**src/rtl/ccidr_pkg.sv**
```systemverilog
// Shared definitions for the bulk-OUT message reassembler: sizes, codes and
// the structs passed between the controller, the buffer memory and the top level.
// No dependencies.
package ccidr_pkg;

    localparam int MAX_MESSAGE       = 512;
    localparam int PACKET_SIZE       = 64;
    localparam int HEADER_BYTES      = 10;
    localparam int MAX_PAYLOAD_LIMIT = MAX_MESSAGE - HEADER_BYTES;
    localparam int MAX_PAYLOAD_RESET = 502;

    localparam int BUF_AW = $clog2(MAX_MESSAGE);
    localparam int LEN_W  = $clog2(MAX_MESSAGE + 1);
    localparam int CNT_W  = $clog2(PACKET_SIZE + 1);

    localparam int MODE_W   = 2;
    localparam int DATA_W   = 8;
    localparam int RIDX_W   = 9;
    localparam int STAT_W   = 3;
    localparam int FLEN_W   = 10;
    localparam int PAYCFG_W = 9;
    localparam int HDR_W    = 32;

    typedef enum logic [MODE_W-1:0] {
        MODE_BYTE      = 2'd0,
        MODE_RELEASE   = 2'd1,
        MODE_READ      = 2'd2,
        MODE_BUS_RESET = 2'd3
    } ccidr_mode_t;

    typedef enum logic [STAT_W-1:0] {
        ST_NEED_MORE   = 3'd0,
        ST_FRAME_DONE  = 3'd1,
        ST_DROPPED     = 3'd2,
        ST_ERROR_RESET = 3'd3,
        ST_SHORT_RESET = 3'd4,
        ST_READ        = 3'd5
    } ccidr_status_t;

    typedef struct packed {
        logic [MODE_W-1:0] mode;
        logic [DATA_W-1:0] data_byte;
        logic              packet_end;
        logic [RIDX_W-1:0] read_index;
    } ccidr_item_t;

    typedef struct packed {
        logic              we;
        logic [BUF_AW-1:0] waddr;
        logic [DATA_W-1:0] wdata;
        logic              re;
        logic [BUF_AW-1:0] raddr;
    } ccidr_mem_req_t;

    typedef struct packed {
        logic              emit;
        ccidr_status_t     status;
        logic [FLEN_W-1:0] frame_length;
        logic              frame_pending;
        logic              rd_sel;
    } ccidr_result_t;

endpackage

```
**src/rtl/ccidr_buf_ram.sv**
```systemverilog
// Assembly buffer: single-port-write, single-port-read synchronous memory
// with registered read data. Depends on ccidr_pkg.
module ccidr_buf_ram (
    input  logic                      clk,
    input  ccidr_pkg::ccidr_mem_req_t req,
    output logic [ccidr_pkg::DATA_W-1:0] q
);
    import ccidr_pkg::*;

    logic [DATA_W-1:0] mem [MAX_MESSAGE];

    always_ff @(posedge clk)
    begin
        if (req.we)
        begin
            mem[req.waddr] <= req.wdata;
        end
    end

    // Read data holds until the next read, so it can wait in the output stage.
    always_ff @(posedge clk)
    begin
        if (req.re)
        begin
            q <= mem[req.raddr];
        end
    end

endmodule

```
**config.mk**
```make
export PLATFORM = sky130hd
export DESIGN_NAME = ccidr_buf_ram
export DESIGN_NICKNAME = d
export VERILOG_FILES = /design/src/rtl/ccidr_pkg.sv /design/src/rtl/ccidr_buf_ram.sv
export SDC_FILE = /design/constraint.sdc
export NUM_CORES = 2
export LEC_CHECK = 0
export BUFFER_PORTS_ARGS = -buffer_cell sky130_fd_sc_hd__buf_2
export CAP_MARGIN = 20
export CORE_MARGIN = 8
export CORE_UTILIZATION = 45
export CTS_CLUSTER_SIZE = 24
export DETAILED_ROUTE_END_ITERATION = 10
export PLACE_DENSITY_LB_ADDON = 0.15
export SYNTH_ARGS = -nofsm -noshare
export SYNTH_HDL_FRONTEND = slang
export SYNTH_SLANG_ARGS = --single-unit
```
**constraint.sdc**
```tcl
create_clock -name clk -period 3.5 [get_ports clk]
set_clock_uncertainty 0.2 [all_clocks]
set_input_delay 0.525 -clock clk [delete_from_list [all_inputs] [get_ports clk]]
set_output_delay 0.525 -clock clk [all_outputs]
set_load 0.01 [all_outputs]
```
==> impl_metrics.tcl <==
set metrics [dict create \
    path_max_fanout 34 \
    max_freq_ghz 0.2935 \
    die_h_um 612.3 \
    finalSetupViolCount 0 \
    setup_ws_ns 0.09272 \
    die_x_um 612.3 \
    hold_path_end "mem[275][6]" \
    reg2reg_to "q[6]" \
    worstHoldPathCells 3 \
    dp_cells 13690 \
    period_minus_slack_ns 3.407 \
    maxSlewHeadroom_pct 18.07 \
    holdWs_ns 0.1148 \
    syn_nets 8059 \
    finalCritPeriodShare_pct 97.35 \
    power.total_mw 104.6 \
    syn_area_per_cell_um2 19.93 \
    first_pass_iters 7 \
    place_ws_ns -0.8334 \
    antenna_found_initial 28 \
    wl_per_cell_um 31.04 \
    fin_tns_setup_ns 0 \
    num-fill-cells 27600 \
    grt_usage_pct 23.50 \
    path_cells "buf_12 > buf_4 > buf_12 > buf_12 > buf_12 > mux2i_1 > o221ai_1 > o22ai_1 > o21ai_0 > nand4_1 > nand2_1 > o2111a_1" \
    regToRegStartpoint "mem[63][6]" \
    start_kind "input port" \
    synthSimpleGateAreaFrac_pct 2.630 \
    yosysTopAreaCell "edfxtp_1" \
    maxCapViolCount 0 \
    initial_core_util_pct 45.09 \
    worstSetupPathType "input port to register" \
    multi_input_area_mm2 0.03399 \
    synth_seq_cells 4104 \
    hold_viol_final 0 \
    ys_warn_count 0 \
    crit_buf_inv 5 \
    ys.flop_type "edfxtp_1" \
    syn_area_mm2 0.1600 \
    clk_latency_ns 0.98 \
    cp.arrival_ns 4.06 \
    clk_pin_slew_ns 0.06 \
    async_flop_share_pct 0 \
    cpPeakStageDelay_ns 0.61 \
    crit_family "compound AO/OA/AOI/OAI gates" \
    ys_seq_area_share_pct 77.02 \
    postRouteWirelength_um 449500 \
    post_cts_resized 0 \
    grt_pass1_wl_um 638900 \
    coreArea_mm2 0.3548 \
    drt-initial-drc-count 10140 \
    root_buffer "clkbuf_16" \
    final_nets 9407 \
    maxSlewViolCount 0 \
    cellLeakagePower_nw 62.86 \
    synth_compound_area_share_pct 4.311 \
    synth_top_area_share_pct 77.02 \
    synth_top_family_by_area "multiplexers" \
    ant_nets 0 \
    ff2ff_path_depth 7 \
    syn_inst 8030 \
    ir_worst_vdd_uv 467.4 \
    hp-class "input port to register" \
    num_rows 219 \
    min-delay-start "req[19]" \
    dieArea_mm2 0.3749 \
    yosys.area_share.adder_pct 0 \
    p_per_area_mw_per_mm2 551.7 \
    grt_max_degree 145 \
    synth_xor_area_share_pct 0 \
    syn2layout_area_growth_pct 18.45 \
    numCtsBuffers 424 \
    drc_errors 0 \
    cp_num_cells 12 \
    finalNonFillerCells 14480 \
    drive_above_1_share_pct 27.78 \
    crit_required_ns 4.15 \
    ioPinCount 37 \
    cts_tree "built" \
    regArea_mm2 0.1232 \
    clockBufferDepth 4 \
    cts_sinks 4104 \
    port_buffers 36 \
    status "finished clean" \
    via_per_inst 5.920 \
    gp_congestion 0.8811 \
    grt_pass1_vias 85980 \
    cp_slowest_cell "nand4_1" \
    path_common_cell "buf_12" \
    overflow 0 \
    vias 85730 \
    place_area_mm2 0.1757 \
    r2r_setup_slack_ns 0.31 \
    final_area_mm2 0.1895 \
    dp_hpwl_um 294800 \
    worstMarginPinSlew_ns 1.213 \
    synth_edf_count 4104 \
    rsz0062_at_grt "false" \
    synth.distinct_cells 50 \
    synth.area.mux_share_pct 14.19 \
    final_core_util_pct 53.41 \
    h-tree-depth 5 \
    crit_path_end_kind "register" \
    synth.area.top_cells "edfxtp_1 (77%), mux4_2 (9.2%), mux2i_1 (5.0%)" \
]
[tightest hold or removal path, stage by stage]
cell and delay (ns):
buf_2 0.19, nand3_4 0.27, nor2_1 0.12
[cells in the mapped netlist, types with 36 or more instances]
master and n:
edfxtp_1 4104, a21oi_1 194, buf_6 64, nand2_1 111
mux4_2 654, nand3_1 36, mux2i_1 797, nor4_1 36
buf_4 70, nor2_1 597, nor3_1 109, o22ai_1 163
clkbuf_1 265, buf_1 41, o21ai_0 118, buf_2 57
o221ai_1 371, a22oi_1 61
[layer usage]
layer	vias up	global-route usage [%]	routed length, µm
met3	668	3.537	31590
met1	45580	34.12	191900
li1	36190	-	-
met5	-	0	34
met4	6	6.634	14600
met2	3293	37.29	211400
[sequential cells by signal, summed over array words and instances, names as in the netlist]
signal and cells:
q 8, mem 4096
[where the power goes]
part	internal [mW]	switching (mW)
Combinational	2.04	3.58
Clock	26.0	18.8
Sequential	54.1	0.0499
[worst max path at each step]
stage / to / from / slack, ns
after floorplan: q[0] / req[0] / 0.66
after global placement: q[1] / req[0] / -0.88
after detailed placement: q[1] / req[0] / -0.83
after CTS: q[1] / req[0] / 0.21
after global routing: q[0] / req[0] / 0.12
final: q[5] / req[0] / 0.09
[logic make-up after synthesis]
logic type | Yosys count
compound gates | 979
mux | 1451
simple gates | 980
flops | 4104
buf+inv | 516
[layout make-up]
class | count | area share [%]
Clock inverter | 240 | 1.312
Multi-Input combinational cell | 3410 | 17.94
Clock buffer | 532 | 5.902
Sequential cell | 4104 | 65.02
Inverter | 3 | 0.009902
Timing Repair Buffer | 1435 | 6.672
Tap cell | 4751 | 3.136
Antenna cell | 7 | 0.009242
[placed cells by master, fill, tap and decap left out, drive strengths merged, types with 3 or more instances in the layout]
cell type    instances
a22o                 5
o31ai               13
dlygate4sd3          9
nand2              111
o311ai               6
o21ai              119
a211oi              17
diode                7
or2                  5
o2111a               8
bufinv              46
o41ai                7
or3                  6
a2111oi              3
nor3b                8
o22a                 3
o221ai             372
mux4               654
nand2b               4
a22oi               61
nand3               36
nand4               32
clkinvlp             9
clkinv             175
and3b                4
mux2i              797
buf               1425
o22ai              163
and3                 4
clkbuf             533
edfxtp            4104
inv                 13
nor2b                6
a21oi              194
nor4                36
nor2               597
and2                20
nor3               109
[repair_timing]
item                                   4_1_cts  5_1_grt
setup buffers                                0        0
endpoints found under the hold margin      453        0
hold buffers                                 9        0
No activity file was read; power rests on OpenSTA's default activity.
