==> src/rtl/ccidr_pkg.sv <==
// Shared definitions for the bulk-OUT message reassembler: sizes, codes and
// the structs passed between the controller, the buffer memory and the top level.
// No dependencies.
package ccidr_pkg;

    localparam int MAX_MESSAGE       = 512;
    localparam int PACKET_SIZE       = 64;
    localparam int HEADER_BYTES      = 10;
    localparam int MAX_PAYLOAD_LIMIT = MAX_MESSAGE - HEADER_BYTES;
    localparam int MAX_PAYLOAD_RESET = 502;

    localparam int BUF_AW = $clog2(MAX_MESSAGE);
    localparam int LEN_W  = $clog2(MAX_MESSAGE + 1);
    localparam int CNT_W  = $clog2(PACKET_SIZE + 1);

    localparam int MODE_W   = 2;
    localparam int DATA_W   = 8;
    localparam int RIDX_W   = 9;
    localparam int STAT_W   = 3;
    localparam int FLEN_W   = 10;
    localparam int PAYCFG_W = 9;
    localparam int HDR_W    = 32;

    typedef enum logic [MODE_W-1:0] {
        MODE_BYTE      = 2'd0,
        MODE_RELEASE   = 2'd1,
        MODE_READ      = 2'd2,
        MODE_BUS_RESET = 2'd3
    } ccidr_mode_t;

    typedef enum logic [STAT_W-1:0] {
        ST_NEED_MORE   = 3'd0,
        ST_FRAME_DONE  = 3'd1,
        ST_DROPPED     = 3'd2,
        ST_ERROR_RESET = 3'd3,
        ST_SHORT_RESET = 3'd4,
        ST_READ        = 3'd5
    } ccidr_status_t;

    typedef struct packed {
        logic [MODE_W-1:0] mode;
        logic [DATA_W-1:0] data_byte;
        logic              packet_end;
        logic [RIDX_W-1:0] read_index;
    } ccidr_item_t;

    typedef struct packed {
        logic              we;
        logic [BUF_AW-1:0] waddr;
        logic [DATA_W-1:0] wdata;
        logic              re;
        logic [BUF_AW-1:0] raddr;
    } ccidr_mem_req_t;

    typedef struct packed {
        logic              emit;
        ccidr_status_t     status;
        logic [FLEN_W-1:0] frame_length;
        logic              frame_pending;
        logic              rd_sel;
    } ccidr_result_t;

endpackage

==> src/rtl/ccidr_ctrl.sv <==
// Reassembly controller: packet and frame bookkeeping, header length capture,
// buffer write and read requests. Depends on ccidr_pkg.
module ccidr_ctrl (
    input  logic                          clk,
    input  logic                          rst_n,
    input  logic                          accept,
    input  ccidr_pkg::ccidr_item_t        item,
    input  logic                          cfg_we,
    input  logic [ccidr_pkg::PAYCFG_W-1:0] cfg_wdata,
    output ccidr_pkg::ccidr_mem_req_t     mem_req,
    output ccidr_pkg::ccidr_result_t      res
);
    import ccidr_pkg::*;

    logic [LEN_W-1:0]    asm_len_reg,  asm_len_next;
    logic [LEN_W-1:0]    exp_len_reg,  exp_len_next;
    logic [CNT_W-1:0]    pkt_cnt_reg,  pkt_cnt_next;
    logic                too_long_reg, too_long_next;
    logic                discard_reg,  discard_next;
    logic [HDR_W-1:0]    hdr_len_reg,  hdr_len_next;
    logic                pending_reg,  pending_next;
    logic [PAYCFG_W-1:0] max_payload_reg;

    logic [LEN_W-1:0]    pos;
    logic [LEN_W:0]      total;
    logic [LEN_W-1:0]    exp_b;
    logic                hdr_err;
    ccidr_mem_req_t      req_c;

    always_comb
    begin
        asm_len_next  = asm_len_reg;
        exp_len_next  = exp_len_reg;
        pkt_cnt_next  = pkt_cnt_reg;
        too_long_next = too_long_reg;
        discard_next  = discard_reg;
        hdr_len_next  = hdr_len_reg;
        pending_next  = pending_reg;
        req_c         = '0;
        pos           = asm_len_reg + LEN_W'(pkt_cnt_reg);
        total         = '0;
        exp_b         = exp_len_reg;
        hdr_err       = 1'b0;
        res           = '0;
        res.status    = ST_NEED_MORE;

        case (ccidr_mode_t'(item.mode))
            MODE_BYTE:
            begin
                // A packet that starts or runs while a frame is pending is dropped whole.
                discard_next = discard_reg | pending_reg;
                if (!(discard_next || too_long_reg))
                begin
                    if (pkt_cnt_reg >= CNT_W'(PACKET_SIZE))
                    begin
                        too_long_next = 1'b1;
                    end
                    else
                    begin
                        if (pos < LEN_W'(MAX_MESSAGE))
                        begin
                            req_c.we    = 1'b1;
                            req_c.waddr = pos[BUF_AW-1:0];
                            req_c.wdata = item.data_byte;
                            case (pos)
                                LEN_W'(1): hdr_len_next[7:0]   = item.data_byte;
                                LEN_W'(2): hdr_len_next[15:8]  = item.data_byte;
                                LEN_W'(3): hdr_len_next[23:16] = item.data_byte;
                                LEN_W'(4): hdr_len_next[31:24] = item.data_byte;
                                default:   hdr_len_next        = hdr_len_reg;
                            endcase
                        end
                        pkt_cnt_next = pkt_cnt_reg + CNT_W'(1);
                    end
                end

                if (item.packet_end)
                begin
                    res.emit = 1'b1;
                    total    = (LEN_W+1)'(asm_len_reg) + (LEN_W+1)'(pkt_cnt_next);
                    if (discard_next || too_long_next)
                    begin
                        res.status = ST_DROPPED;
                    end
                    else if (total > (LEN_W+1)'(MAX_MESSAGE))
                    begin
                        asm_len_next = '0;
                        exp_len_next = '0;
                        res.status   = ST_ERROR_RESET;
                    end
                    else
                    begin
                        asm_len_next = total[LEN_W-1:0];
                        if (exp_len_reg == '0 && total >= (LEN_W+1)'(HEADER_BYTES))
                        begin
                            if (hdr_len_next > HDR_W'(max_payload_reg) ||
                                hdr_len_next > HDR_W'(MAX_PAYLOAD_LIMIT))
                            begin
                                hdr_err = 1'b1;
                            end
                            else
                            begin
                                exp_b = LEN_W'(HEADER_BYTES) + hdr_len_next[LEN_W-1:0];
                            end
                        end

                        if (hdr_err || (exp_b != '0 && total > (LEN_W+1)'(exp_b)))
                        begin
                            asm_len_next = '0;
                            exp_len_next = '0;
                            res.status   = ST_ERROR_RESET;
                        end
                        else if (exp_b != '0 && total == (LEN_W+1)'(exp_b))
                        begin
                            exp_len_next = exp_b;
                            pending_next = 1'b1;
                            res.status   = ST_FRAME_DONE;
                        end
                        else if (pkt_cnt_next < CNT_W'(PACKET_SIZE))
                        begin
                            asm_len_next = '0;
                            exp_len_next = '0;
                            res.status   = ST_SHORT_RESET;
                        end
                        else
                        begin
                            exp_len_next = exp_b;
                        end
                    end
                    pkt_cnt_next  = '0;
                    too_long_next = 1'b0;
                    discard_next  = 1'b0;
                end
            end

            MODE_RELEASE:
            begin
                res.emit = 1'b1;
                if (pending_reg)
                begin
                    pending_next = 1'b0;
                    asm_len_next = '0;
                    exp_len_next = '0;
                end
            end

            MODE_READ:
            begin
                res.emit   = 1'b1;
                res.status = ST_READ;
                if (pending_reg && LEN_W'(item.read_index) < exp_len_reg)
                begin
                    req_c.re    = 1'b1;
                    req_c.raddr = BUF_AW'(item.read_index);
                    res.rd_sel  = 1'b1;
                end
            end

            MODE_BUS_RESET:
            begin
                res.emit      = 1'b1;
                pending_next  = 1'b0;
                asm_len_next  = '0;
                exp_len_next  = '0;
                pkt_cnt_next  = '0;
                too_long_next = 1'b0;
                discard_next  = 1'b0;
                hdr_len_next  = '0;
            end

            default:
            begin
                res.emit = 1'b0;
            end
        endcase

        res.frame_pending = pending_next;
        res.frame_length  = pending_next ? FLEN_W'(exp_len_next) : '0;
        mem_req           = accept ? req_c : '0;
    end

    always_ff @(posedge clk or negedge rst_n)
    begin
        if (!rst_n)
        begin
            asm_len_reg  <= '0;
            exp_len_reg  <= '0;
            pkt_cnt_reg  <= '0;
            too_long_reg <= 1'b0;
            discard_reg  <= 1'b0;
            hdr_len_reg  <= '0;
            pending_reg  <= 1'b0;
        end
        else if (accept)
        begin
            asm_len_reg  <= asm_len_next;
            exp_len_reg  <= exp_len_next;
            pkt_cnt_reg  <= pkt_cnt_next;
            too_long_reg <= too_long_next;
            discard_reg  <= discard_next;
            hdr_len_reg  <= hdr_len_next;
            pending_reg  <= pending_next;
        end
    end

    always_ff @(posedge clk or negedge rst_n)
    begin
        if (!rst_n)
        begin
            max_payload_reg <= PAYCFG_W'(MAX_PAYLOAD_RESET);
        end
        else if (cfg_we)
        begin
            max_payload_reg <= cfg_wdata;
        end
    end

endmodule

==> config.mk <==
export PLATFORM = sky130hd
export DESIGN_NAME = ccidr_ctrl
export DESIGN_NICKNAME = d
export VERILOG_FILES = /design/src/rtl/ccidr_pkg.sv /design/src/rtl/ccidr_ctrl.sv
export SDC_FILE = /design/constraint.sdc
export NUM_CORES = 1
export LEC_CHECK = 0
export BUFFER_PORTS_ARGS = -buffer_cell sky130_fd_sc_hd__buf_2
export CAP_MARGIN = 40
export CORE_MARGIN = 10
export CORE_UTILIZATION = 55
export CTS_CLUSTER_DIAMETER = 150
export DETAILED_ROUTE_END_ITERATION = 10
export PLACE_DENSITY = 0.83
export SETUP_SLACK_MARGIN = 0.02
export SLEW_MARGIN = 40
export SYNTH_ARGS = -nofsm -noshare
export SYNTH_HDL_FRONTEND = slang
export SYNTH_SLANG_ARGS = --single-unit
==> constraint.sdc <==
create_clock -name clk -period 17.75 [get_ports clk]
set_clock_uncertainty 0.05 [all_clocks]
set_input_delay 3.55 -clock clk [delete_from_list [all_inputs] [get_ports clk]]
set_output_delay 3.55 -clock clk [all_outputs]
set_load 0.005 [all_outputs]
==> results of run 1 <==
## kinds of logic after synthesis
group,after synthesis,synth area share
muxes,26,0.0454
DFF,71,0.294
and+or+nand+nor,298,0.252
xor gates and xnor gates,27,0.0390
buffers and inverters,75,0.0501
adders and majority gates,51,0.108
AOI/OAI and AO/OA,197,0.212
## worst paths after layout
check	startpoint	slack, ns	endpoint
worst max-delay path	item[16]	4.88	res[3]
worst min-delay path	hdr_len_reg[12]	0.43	hdr_len_reg[12]
worst max register to register	pending_reg	9.52	asm_len_reg[3]
worst min register to register	hdr_len_reg[12]	0.43	hdr_len_reg[12]
max in group asynchronous	rst_n	13.94	exp_len_reg[5]
min in group asynchronous	rst_n	3.25	pkt_cnt_reg[4]
## power groups by stage
stage          logic (mW)  registers [mW]  clock network, mW
6_report            0.203           0.201              0.164
2_1_floorplan       0.141           0.197                  0
3_5_place_dp        0.197           0.203                  0
5_1_grt             0.222           0.204              0.169
3_3_place_gp        0.185           0.202                  0
4_1_cts             0.198           0.200              0.163
## cell type report
class                      instances  area (um^2)
sequential                        71         1790
clock buffer                      10          138
inverter                          40          150
clock inverter                     6          108
multi-input combinational        599         4030
timing repair buffer              79          407
fill                             964         4050
tap                              140          175
## tightest hold or removal path: stages (launching register included)
cell,delay [ns]
dfrtp_1,0.34
nand2_1,0.04
o21ai_0,0.06
## routing by layer
metal / share of wire / vias up
li1: - / 2781
met2: 0.49 / 292
met1: 0.40 / 2854
met4: 0.040 / 0
met3: 0.072 / 60
met5: 0 / -
## cell usage after synthesis, types with 6 or more instances
cell,instances
nand2_1,97
dfrtp_1,64
o21ai_0,61
nor2_1,56
ha_1,49
a21oi_1,43
inv_1,40
clkbuf_1,26
nand2b_1,23
mux2i_1,17
o31ai_1,15
or3_1,15
xnor2_1,15
and3_1,14
nand4_1,14
nor2b_1,13
xor2_1,12
nand3_1,11
nor4_1,11
a21o_1,10
nor3_1,10
and2_1,9
mux2_2,8
dfstp_2,7
o21a_1,6
o21ai_2,6
o31a_1,6
or4_1,6
## per-stage QoR
step / cells / hold WS, ns / total power, mW / setup slack, ns / utilization
6_report: 945 / 0.434 / 0.567 / 4.88 / 0.626
3_5_place_dp: 929 / 0.417 / 0.399 / 4.73 / 0.603
4_1_cts: 945 / 0.434 / 0.561 / 4.69 / 0.625
2_1_floorplan: 745 / 0.392 / 0.338 / 5.66 / -
5_1_grt: 945 / 0.456 / 0.595 / 4.60 / 0.626
3_3_place_gp: 929 / 0.409 / 0.386 / 4.92 / 0.600
==> run metrics, run 1 <==
row cnt=38; number of flops mapped to enable cells by yosys=0; Worst Setup End Kind=output port; via count=roughly 6000; IO Count=between 70 and 80; Die Ht=about 130 um; clock-pin transition on the worst setup and hold timing paths=~0.080 ns; GR Util All Layers=0.219; Sw Ratio=0.368; Post-Syn Area per Cell=around 8.1 um^2; Synth area leaders=dfrtp_1 26%, ha_1 10%, nand2_1 6.0%; Largest register FFs=32; share of total power in combinational logic=0.358; Seq cells post-synth=slightly above 70; RePlAce Congestion=between 0.9 and 1; RSZ-0062 raised after global routing=false; share of cells above drive strength 1=0.175; CTS resizes=0; setup tns final=0 ns; worst vdd ir=41.8 uV; Final Net Count=between 800 and 900; Synth top area share=0.264; port bufs=76; kind of start point of the critical path=primary input; syn_nets=a little over 800; Critical Path RT=roughly 14 ns; Clk Latency, worst-skew pair=~0.37 ns; Post-Synthesis Cells=745; gr busiest metal=met2; DIE AREA=0.0156 mm^2; # hold bufs at CTS=0; Root Driver=clkbuf_8; initial antenna violation count=0; Ys Warns=0; Initial Util=0.560; dpl cell area=0.00653 mm^2; Pleak=3.22 nW; grt ovf=0; Pint=between 300 and 400 uW; first drt pass iteration count=7; status=complete, no violations; critical path arrival=slightly above 9 ns; ANT nets after route=0; sequential share of the synthesized area=0.294; die width=~130 um; Post-synth ARST share=1.00; endpoints failing setup=0; Post-Syn Area=0.00607 mm^2; fin crit period=~13 ns; Pwr Density=approximately 84 mW/mm^2; CP Max Fanout=25; reg2reg path depth=26; met3 Use GR=0.0380; Relative slew margins=0.456; Post-CTS Setup Inserts=0; Crit. path cell count=23; Worst path max stage delay=roughly 0.54 ns; Crit path buffers/inverters=2; WS Path Type=in2out; Min-Delay Path Class=reg2reg; ant diodes=0; Slew Viols, Final=0; Final Cycle Share=0.725; clock buffer count from CTS=9; delay-heaviest family, CP=compound AO/OA/AOI/OAI gates; Via density=~6.3; crit-path cells=buf_2 > or4_1 > nor4_2 > a22oi_1 > or4_1 > nor2_1 > o22ai_1 > nand2b_1 > o31a_1 > ha_1 > nor2b_1 > o21a_1 > o21a_1 > o21ai_0 > nand2b_1 > a21oi_1 > nor2_1 > o31a_1 > o31ai_1 > o221ai_4 > or3_1 > a21oi_1 > buf_2; Worst Max-Slew Pin Slew=approximately 0.81 ns; Initial DRC Count=~700; Peak Freq=0.0777 GHz; Area growth syn-to-layout=11.9%; CTS tree=yes; DRC=0; met1 usage=0.257; pin count of the biggest net entering global routing=72; leading area contributor after synthesis=dfrtp_1; Hold Vio Cnt, Final=0; hpwl dp=roughly 14 mm; number of global-route vias before repair=around 5900; switching power=209 uW; Clock power frac=0.289; Netlist cell types=68; Finished Cell Area=between 0.006 and 0.007 mm^2; Synth Flop Type=dfrtp_1; hold path cells=2; sequential share of power=0.354; TritonCTS Sinks=71; commonest non-fill, non-tap cell in the layout=nand2_1; CTS max path bufs=2; core area=0.0108 mm^2; max_cap viols=0; CP max stage cell=or4_1; final wirelength=approximately 18 mm; first-pass GRT wire length=29.1 mm; GR Util met2=0.378; Wirelength per Cell=around 19 um; number of H-tree levels=3; commonest non-fill, non-tap cells in the layout=97 x nand2_1, 76 x buf_2, 64 x dfrtp_1, 61 x o21ai_0, 56 x nor2_1
No activity file was read; power rests on OpenSTA's default activity.
==> run 2: changes to the inputs <==
ABC_AREA = 1   (was not set)
CORE_UTILIZATION = 54   (was 55)
PLACE_DENSITY = 0.85   (was 0.83)
clock period = 11.2 ns   (was 17.75 ns; I/O delays follow)
==> run metrics, run 2 <==
Seq cells post-synth=71 (unchanged); DIE AREA=0.0164 mm^2 (+5.1%); CTS tree=yes; Worst path max stage delay=0.47 ns (-0.07 ns); Peak Freq=roughly 0.11 GHz; dominant cell by count in the synthesized netlist=nand2_1; kind of start point of the critical path=register; CP Max Fanout=26 (+4.0%); Slew Viols, Final=0 (unchanged); hpwl dp=12.9 mm (-8.3%); Largest register FFs=32 (unchanged); Most common cell on crit path=nand2_1; Synth Flop Type=dfrtp_1; Final Net Count=1051 (+19%); Synth top area share=0.253 (-0.0107); die width=128 um (+2.5%); Min-Delay Path Class=reg2reg; # hold bufs at CTS=0 (unchanged); clock buffer count from CTS=9 (unchanged); WS Path Type=reg2out; RePlAce Congestion=0.968 (+2.2%); port bufs=76 (unchanged); Post-CTS Setup Inserts=0 (unchanged); core area=0.0114 mm^2 (+5.3%); Synth area leaders=dfrtp_1 25%, nand2_1 15%, ha_1 9.7%; Final WS setup=1.86 ns (-3.01 ns); Initial DRC Count=621 (-9.5%); fin crit period=a little over 9 ns; commonest non-fill, non-tap cell in the layout=nand2_1; number of flops mapped to enable cells by yosys=0 (unchanged); synth cell count leaders=257 x nand2_1, 122 x inv_1, 76 x nor2_1, 64 x dfrtp_1, 49 x ha_1; max layer used=met4; CTS max path bufs=2 (unchanged); number of global-route vias before repair=5753 (-3.0%); Worst Setup End Kind=output port; syn_nets=988 (+19%); met2 WL=7.73 mm (-13%); Wirelength per Cell=15.3 um (-20%); first drt pass iteration count=5 (-2); Hold WS=0.440 ns (+0.00604 ns); Worst Max-Slew Pin Slew=0.683 ns (-0.123 ns); TritonCTS Sinks=71 (unchanged); pin count of the biggest net entering global routing=72 (unchanged); Clk Latency, worst-skew pair=0.34 ns (-0.03 ns); routed wl met3=1.21 mm (-7.6%); grt ovf=0 (unchanged); pre-CTS WS=2.32 ns (-2.41 ns); Die Ht=128 um (+2.5%); Post-synth ARST share=1.00 (unchanged); final wirelength=17.1 mm (-5.4%); RSZ-0062 raised after global routing=false; Post-Synthesis Cells=904 (+21%); endpoints failing setup=0 (unchanged); WL met1=7.84 mm (+8.8%); Area growth syn-to-layout=11.2%; share of cells above drive strength 1=0.177 (+0.00180); worst vdd ir=94.4 uV (+130%); status=complete, no violations; CP max stage cell=nor2_4; initial antenna violation count=0 (unchanged); CTS resizes=0 (unchanged); Relative slew margins=0.544 (+0.0885); setup tns final=0 ns (unchanged); row cnt=39 (+2.6%); Pleak=4.00 nW (+24%); Final Cycle Share=0.834; first-pass GRT wire length=28.4 mm (-2.2%); Pwr Density=132 mW/mm^2 (+58%); ant diodes=0 (unchanged); Hold Vio Cnt, Final=0 (unchanged); Post-Syn Area=0.00632 mm^2 (+4.2%); via count=6145 (+2.6%); Via density=5.51 (-13%); clock-pin transition on the worst setup and hold timing paths=0.07 ns (about the same); IO Count=77 (unchanged); max_cap viols=0 (unchanged); Post-Syn Area per Cell=6.99 um^2 (-14%); Netlist cell types=49 (-28%); Initial Util=0.554 (-0.00598); sequential share of the synthesized area=0.282 (-0.0119); critical path arrival=7.05 ns (-2.22 ns); Critical Path RT=8.91 ns (-5.24 ns); commonest non-fill, non-tap cells in the layout=257 x nand2_1, 121 x inv_1, 76 x buf_2, 75 x nor2_1, 64 x dfrtp_1; Ys Warns=0 (unchanged); number of H-tree levels=3 (unchanged); Root Driver=clkbuf_16; ANT nets after route=0 (unchanged); leading area contributor after synthesis=dfrtp_1; GR Util All Layers=0.209 (-0.0105); DRC=0 (unchanged)
## run 2: changes by cell type in the layout (fill, tap and decap cells not counted), moves of 17 or more
| cell | before | now |
|---|---|---|
| a22o_1 | 3 | 20 |
| mux2i_1 | 17 | 0 |
| nor2_1 | 56 | 75 |
| nand4_1 | 14 | 42 |
| nand3_1 | 11 | 32 |
| nand2_1 | 97 | 257 |
| o21ai_0 | 61 | 26 |
| nand2b_1 | 23 | 0 |
| inv_1 | 40 | 121 |
## run 2: metrics by stage
step | util | instance area, um^2 | std cells | total power [mW]
after floorplan | - | 6320 | 904 | 0.571
after global placement | 0.591 | 6750 | 1099 | 0.640
after detailed placement | 0.591 | 6750 | 1099 | 0.648
after CTS | 0.616 | 7030 | 1115 | 0.926
after global routing | 0.616 | 7030 | 1115 | 0.987
final | 0.616 | 7030 | 1115 | 0.930
## run 2: kinds of logic (layout without fill, tap and decap cells)
logic type	after synthesis	after routing	synth area share
buf+inv	162	230	0.105
mux	1	1	0.00178
fa+ha+maj	51	51	0.103
simple gates	467	467	0.340
xor+xnor	21	21	0.0291
flops	71	71	0.282
compound gates	131	131	0.139
## run 2: path summary, 6_finish.rpt
check,startpoint,endpoint,slack [ns],depth (start not counted)
max,asm_len_reg[0],res[2],1.86,35
max in group asynchronous,rst_n,pkt_cnt_reg[0],8.69,2
min,hdr_len_reg[0],hdr_len_reg[0],0.44,2
min reg2reg,hdr_len_reg[0],hdr_len_reg[0],0.44,2
min in group asynchronous,rst_n,hdr_len_reg[10],1.96,2
max reg2reg,asm_len_reg[0],pending_reg,4.52,34
## run 2: cell type report
class                      count  area (um^2)
clock buffer                   9          225
clock inverter                 7         56.3
fill                        1049         4390
inverter                     136          510
multi-input combinational    671         3880
sequential                    71         1790
tap                          143          179
timing repair buffer          78          399
## run 2: routing by layer
layer | track usage | up-vias
met1 | 0.287 | 2794
met3 | 0.0397 | 30
li1 | - | 3076
met2 | 0.322 | 245
met5 | 0 | -
met4 | 0.0669 | 0
## run 2: critical path: cells and delay by family, from the launching register on
kind / cells / cell delay, ns
and+or+nand+nor: 15 / 2.74
AOI/OAI and AO/OA: 11 / 1.80
adders and majority gates: 4 / 1.23
DFF: 1 / 0.38
xor gates and xnor gates: 1 / 0.22
buffers and inverters: 4 / 0.34
## run 2: where the power goes
| part | internal, mW | switching (mW) |
|---|---|---|
| clock network | 0.153 | 0.126 |
| logic | 0.119 | 0.220 |
| registers | 0.294 | 0.0181 |
| total | 0.566 | 0.364 |
